===== src/rtl/core/cunrank_pkg.sv =====
// Shared types and constants for the combination unranker.
// Field widths, configuration register indexes, reset values and the walk FSM states.
package cunrank_pkg;

    localparam int RANK_W     = 38;
    localparam int BIN_W      = RANK_W + 1;   // binomial value plus saturation flag on top
    localparam int N_W        = 7;
    localparam int K_W        = 4;
    localparam int POS_W      = 6;
    localparam int CFG_IDX_W  = 1;
    localparam int CFG_DATA_W = 7;

    localparam int DEF_MAX_POSITIONS = 64;
    localparam int DEF_MAX_PICK      = 10;

    localparam logic [N_W-1:0] N_RESET = 7'd16;
    localparam logic [K_W-1:0] K_RESET = 4'd3;

    localparam logic [CFG_IDX_W-1:0] REG_TOTAL_POSITIONS = 1'd0;
    localparam logic [CFG_IDX_W-1:0] REG_PICK_COUNT      = 1'd1;

    typedef enum logic [2:0] {
        ST_IDLE,
        ST_PRIME,
        ST_WALK,
        ST_EMIT,
        ST_ERR
    } t_walk_state;

endpackage


===== src/rtl/core/cunrank_walker.sv =====
// Position walk sequencer: one binomial compare/subtract per position, result buffer, emit.
// Reads both candidate binomial entries for the coming step ahead of need. Uses cunrank_pkg.
module cunrank_walker import cunrank_pkg::*; #(
    parameter int MAX_POSITIONS = DEF_MAX_POSITIONS,
    parameter int MAX_PICK      = DEF_MAX_PICK,
    parameter int MW            = (MAX_POSITIONS > 1) ? $clog2(MAX_POSITIONS) : 1,
    parameter int JW            = (MAX_PICK > 1) ? $clog2(MAX_PICK) : 1
) (
    input  logic              i_clk,
    input  logic              i_rst_n,
    input  logic              i_tbl_ready,
    input  logic              i_start,
    input  logic [N_W-1:0]    i_n,
    input  logic [K_W-1:0]    i_k,
    input  logic [RANK_W-1:0] i_rank,
    input  logic [BIN_W-1:0]  i_rd0,
    input  logic [BIN_W-1:0]  i_rd1,
    output logic [MW-1:0]     o_rd_m,
    output logic [JW-1:0]     o_rd_j0,
    output logic [JW-1:0]     o_rd_j1,
    output logic              o_busy,
    output logic              o_valid,
    output logic [POS_W-1:0]  o_position,
    output logic              o_last,
    output logic              o_error
);

    localparam int CW = $clog2(MAX_PICK + 1);
    localparam logic [N_W:0] N_LIM = (N_W + 1)'(MAX_POSITIONS);
    localparam logic [K_W:0] K_LIM = (K_W + 1)'(MAX_PICK);

    t_walk_state       r_state, n_state;
    logic [N_W-1:0]    r_rem,   n_rem;
    logic [POS_W-1:0]  r_pos,   n_pos;
    logic [K_W-1:0]    r_need,  n_need;
    logic [RANK_W-1:0] r_rank,  n_rank;
    logic              r_dec,   n_dec;
    logic [CW-1:0]     r_cnt,   n_cnt;
    logic [CW-1:0]     r_ei,    n_ei;
    logic [POS_W-1:0]  r_buf [MAX_PICK];

    logic [BIN_W-1:0]  sel;
    logic [RANK_W:0]   diff;
    logic              take;
    logic              bad_req;
    logic              accept;
    logic [N_W-1:0]    m_off;
    logic              ei_last;

    assign o_busy  = (r_state != ST_IDLE) || !i_tbl_ready;
    assign accept  = i_start && !o_busy;
    assign bad_req = ({1'b0, i_n} > N_LIM) || ({1'b0, i_k} > K_LIM)
                     || (N_W'(i_k) > i_n) || ((i_k == '0) && (i_rank != '0));

    // pick the entry matching whether the previous step took its position
    assign sel  = r_dec ? i_rd1 : i_rd0;
    assign diff = {1'b0, r_rank} - {1'b0, sel[RANK_W-1:0]};
    assign take = sel[RANK_W] || diff[RANK_W];

    // prefetch for the coming step: row rem-1 in prime, rem-2 in walk, columns need-1 and need-2
    assign m_off   = (r_state == ST_PRIME) ? (r_rem - N_W'(1)) : (r_rem - N_W'(2));
    assign o_rd_m  = MW'(m_off);
    assign o_rd_j0 = JW'(r_need - K_W'(1));
    assign o_rd_j1 = (r_need >= K_W'(2)) ? JW'(r_need - K_W'(2)) : '0;

    assign ei_last = (r_ei == (r_cnt - CW'(1)));

    always_comb begin
        n_state = r_state;
        n_rem   = r_rem;
        n_pos   = r_pos;
        n_need  = r_need;
        n_rank  = r_rank;
        n_dec   = r_dec;
        n_cnt   = r_cnt;
        n_ei    = r_ei;
        unique case (r_state)
            ST_IDLE: begin
                if (accept) begin
                    n_rem  = i_n;
                    n_need = i_k;
                    n_rank = i_rank;
                    n_pos  = '0;
                    n_cnt  = '0;
                    n_dec  = 1'b0;
                    if (bad_req) begin
                        n_state = ST_ERR;
                    end else if (i_k != '0) begin
                        n_state = ST_PRIME;
                    end
                end
            end
            ST_PRIME: begin
                n_state = ST_WALK;
            end
            ST_WALK: begin
                n_pos = r_pos + POS_W'(1);
                n_rem = r_rem - N_W'(1);
                if (take) begin
                    n_need = r_need - K_W'(1);
                    n_cnt  = r_cnt + CW'(1);
                    n_dec  = 1'b1;
                end else begin
                    n_rank = diff[RANK_W-1:0];
                    n_dec  = 1'b0;
                end
                if ((n_rem == '0) || (n_need == '0)) begin
                    n_ei    = '0;
                    n_state = (n_need == '0) ? ST_EMIT : ST_ERR;
                end
            end
            ST_EMIT: begin
                n_ei = r_ei + CW'(1);
                if (ei_last) begin
                    n_state = ST_IDLE;
                end
            end
            ST_ERR: begin
                n_state = ST_IDLE;
            end
            default: begin
                n_state = ST_IDLE;
            end
        endcase
    end

    always_ff @(posedge i_clk) begin
        if (!i_rst_n) begin
            r_state <= ST_IDLE;
            r_dec   <= 1'b0;
            r_cnt   <= '0;
            r_ei    <= '0;
        end else begin
            r_state <= n_state;
            r_dec   <= n_dec;
            r_cnt   <= n_cnt;
            r_ei    <= n_ei;
        end
    end

    always_ff @(posedge i_clk) begin
        r_rem  <= n_rem;
        r_pos  <= n_pos;
        r_need <= n_need;
        r_rank <= n_rank;
        if ((r_state == ST_WALK) && take) begin
            r_buf[r_cnt[JW-1:0]] <= r_pos;
        end
    end

    assign o_valid    = (r_state == ST_EMIT) || (r_state == ST_ERR);
    assign o_position = (r_state == ST_EMIT) ? r_buf[r_ei[JW-1:0]] : '0;
    assign o_last     = (r_state == ST_ERR) || ((r_state == ST_EMIT) && ei_last);
    assign o_error    = (r_state == ST_ERR);

endmodule


===== config.mk =====
export PLATFORM = sky130hd
export DESIGN_NAME = cunrank_walker
export DESIGN_NICKNAME = d
export VERILOG_FILES = /design/src/rtl/core/cunrank_pkg.sv /design/src/rtl/core/cunrank_walker.sv
export SDC_FILE = /design/constraint.sdc
export NUM_CORES = 1
export LEC_CHECK = 0
export ABC_AREA = 1
export BUFFER_PORTS_ARGS = -buffer_cell sky130_fd_sc_hd__clkbuf_2
export CAP_MARGIN = 30
export CORE_UTILIZATION = 62
export CTS_CLUSTER_DIAMETER = 120
export DETAILED_ROUTE_END_ITERATION = 8
export GPL_TIMING_DRIVEN = 0
export PLACE_DENSITY_LB_ADDON = 0.12
export SYNTH_ARGS = -nofsm -noshare
export SYNTH_HDL_FRONTEND = slang
export SYNTH_SLANG_ARGS = --single-unit

===== constraint.sdc =====
create_clock -name i_clk -period 10.1 [get_ports i_clk]
set_input_delay 2.02 -clock i_clk [delete_from_list [all_inputs] [get_ports i_clk]]
set_output_delay 2.02 -clock i_clk [all_outputs]
set_load 0.1 [all_outputs]

==> metrics.md <==
| Metric | Value |
|---|---|
| Status | completed |
| Achievable frequency | 202 MHz |
| Die X | 122 µm |
| Internal Power | 1.60 mW |
| Sequential Power Share | 0.268 |
| Netlist cell types | 44 |
| Main synth FF type | edfxtp_1 |
| VDD IR-drop max | 0.438 mV |
| Max-Cap Viols | 0 |
| Initial Utilization | 0.641 |
| Register Area | 3770 µm² |
| Relative slew slack | 0.328 |
| Gr ovfl total | 0 |
| Initial DRC Count | 761 |
| Tmin final | 4.96 ns |
| Core footprint | 14000 µm² |
| RSZ-0062 raised after global routing | no |
| Cts repair resizes | 0 |
| Drt wl/cell | about 16 µm |
| Tightest Hold Check Type | register to register |
| GRT Util Overall | 0.324 |
| FFs w/ async S/R, synth | 0 |
| Hold Fails Final Rpt | 0 |
| IO Count | around 160 |
| Final ANT Viol Nets | 0 |
| Largest net degree at the start of global routing | 26 |
| Flop2flop setup slack | between 5 and 6 ns |
| Finished Core Util | 0.755 |
| Hold Path Origin | r_ei[3]$_SDFFE_PN0P_ |
| Drt first pass iters | 6 |
| Crit path DAT | 2.94 ns |
| Clock Tree Buf Depth | 2 |
| Switching part of the total | 0.490 |
| Max FO, Critical Path | 10 |
| Worst slack, placed | 4.95 ns |
| Worst reg2reg path startpoint | r_dec$_SDFFE_PN0P_ |
| WL final | 23100 µm |
| P_leak | 4.56 nW |
| Crit path kind | register to output pin |
| Dpl cell area | approximately 10000 µm² |
| Clock Power Share | 0.192 |
| Gate power share | 0.541 |
| Vert. Die Dim | 122 µm |
| Register area share after synthesis | 0.421 |
| Pwr Density | 297 nW/µm² |
| Area grow syn2layout | 17.9% |
| Yosys Warn Count | 0 |
| # rows | 43 |
| Final Max Slew Viols | 0 |
| Final setup viols | 0 |
| Setup tns final | 0 ns |
| CP Launch Type | register |
| Final Non-Filler Cells | 1433 |
| Syn Nets | 1255 |
| CTS tree | built |
| Worst path required time | 8.08 ns |
| Cell mode on critical path | o21ai_0 |
| CTS Sinks | 131 |
| DR vias/cell | ~5.7 |
| Mean Syn Cell Area | ~8.4 µm² |
| H-Tree Depth | 4 |
| Die area | 14900 µm² |
| Post-CTS Hold Buffers | 0 |
| DR vias | 8238 |
| Worst path depth | 7 |
| Reg2reg path depth | 17 |
| Most frequent cells in the layout | nand2_1 (216), clkbuf_2 (154), inv_1 (124) |
| Post-Place Cells | 1400 |
| Layout cells sized above 1 | 0.179 |
| Cts bufs inserted | 17 |
| Worst Setup EP | o_position[2] |
| Final non-filler cell area | around 11000 µm² |
| Overall power | 3.14 mW |
| Fill cells | 1054 |
| Initial antenna violation count | 0 |
| Worst skew pair latency | approximately 0.43 ns |
| Post-synthesis cell count | 1065 |
| Seq cells post-synth | 131 |
| Reg2Reg Capture Point | r_rank[11]$_DFFE_PP_ |
| Multi-input logic area | 4640 µm² |
| Slowest Stage Delay on Critical Path | 0.53 ns |
| Layout Skew | 0.00871 ns |
| Most common cell after layout, fill and taps aside | nand2_1 |
| # DRC | 0 |
| Number of flops mapped to enable cells by yosys | approximately 120 |
| CTS Root Cell | clkbuf_16 |
| ANT cells | 0 |
| Routability-driven placement congestion ratio | just over 0.9 |
| Worst hold margin | 0.542 ns |
| Delay-heaviest family, CP | buffers and inverters |
| Final HPWL from detailed placement | approximately 17000 µm |
| Tcrit/Tclk final | 0.491 |
| Setup ws final | approximately 5.1 ns |
| Psw | 1.54 mW |
| Vias in the first global route | 7768 |
| Reg clk slew, reported paths | 0.06 ns |
| Global-route wire length before repair | between 30000 and 40000 µm |
| Post-CTS Setup Bufs | 0 |
| Tightest Pin Transition | between 1 and 1.5 ns |
| Worst-path cell with the longest stage delay | clkbuf_1 |
| Port bufs | 154 |
| Post-synth design cell area | 8960 µm² |
| Worst Setup End Kind | output pin |
| Crit-path cells | clkbuf_1 -> clkbuf_1 -> o21ai_0 -> o21ai_0 -> o21ai_0 -> a21oi_1 -> clkbuf_2 |
| CP Buf/Inv Count | 3 |
| Fin nets | 1430 |
-- state kept, by name (all words and copies together), names as in the netlist, named ones only --
register,count
r_need,4
r_rem,7
r_dec,1
r_ei,4
r_buf,60
r_pos,6
r_cnt,4
r_rank,38
r_state,3
-- how the worst min path moves through the flow --
stage	endpoint	slack, ns	cells past startpoint
finish	r_ei[3]$_SDFFE_PN0P_	0.54	2
global route	r_ei[3]$_SDFFE_PN0P_	0.58	2
CTS	r_ei[3]$_SDFFE_PN0P_	0.54	2
detailed placement	r_ei[3]$_SDFFE_PN0P_	0.53	2
global placement	r_cnt[0]$_SDFFE_PN0P_	0.53	2
floorplan	r_cnt[0]$_SDFFE_PN0P_	0.49	2
-- power groups by stage --
stage                     Combinational [mW]  Sequential, mW  Clock (mW)
final                                   1.70           0.839       0.602
after global routing                    1.85           0.850       0.622
after CTS                               1.68           0.838       0.603
after detailed placement                1.66           0.847           0
after global placement                  1.62           0.849           0
after floorplan                         1.30           0.822           0
-- cells in the mapped netlist (8+ instances only) --
master,n,share of area
a21oi_1,84,0.047
a31oi_1,15,0.010
clkbuf_1,25,0.010
dfxtp_1,16,0.036
edfxtp_1,115,0.39
ha_1,58,0.081
inv_1,124,0.052
mux2i_1,49,0.055
nand2_1,216,0.090
nand2_2,10,0.0070
nand3_1,34,0.019
nand4_1,9,0.0063
nor2_1,78,0.033
nor3_1,20,0.011
nor4_1,10,0.0070
o211ai_1,8,0.0067
o21ai_0,98,0.055
or2_2,9,0.0063
xnor2_1,20,0.020
xor2_1,21,0.021
-- cell families after synthesis --
kind of cell    after synthesis  synth area share
simple gates                403             0.196
xor+xnor                     41            0.0401
compound gates              229             0.139
buf+inv                     151            0.0632
flops                       131             0.421
mux                          51            0.0572
fa+ha+maj                    59            0.0832
-- per-layer routing --
layer  vias to the layer above  global-route usage  wire length, µm
li1                       4026                   -                -
met1                      3766               0.436             9970
met2                       408               0.527            10700
met3                        38              0.0627             2040
met4                         0               0.105              413
met5                         -                   0                0
-- worst register-to-register path, cell delays in order (launching register included) --
cell	delay (ns)
dfxtp_1	0.30
clkbuf_1	0.30
clkbuf_1	0.61
mux2_2	0.42
ha_1	0.22
fa_1	0.41
inv_1	0.10
nand2_1	0.07
nand3_2	0.13
nand2_1	0.08
nand3_2	0.14
nand2_2	0.09
nand2_4	0.11
nand2_4	0.08
nand2_2	0.19
inv_1	0.13
a21oi_4	0.45
buf_12	0.26
-- layout make-up --
cell class | count | area share
Buffer | 26 | 0.00924
Clock buffer | 17 | 0.0403
Clock inverter | 15 | 0.0134
Inverter | 125 | 0.0444
Multi-Input combinational cell | 783 | 0.439
Sequential cell | 131 | 0.357
Tap cell | 180 | 0.0213
Timing Repair Buffer | 156 | 0.0755
Note: power is estimated with default switching activity, not from simulation.
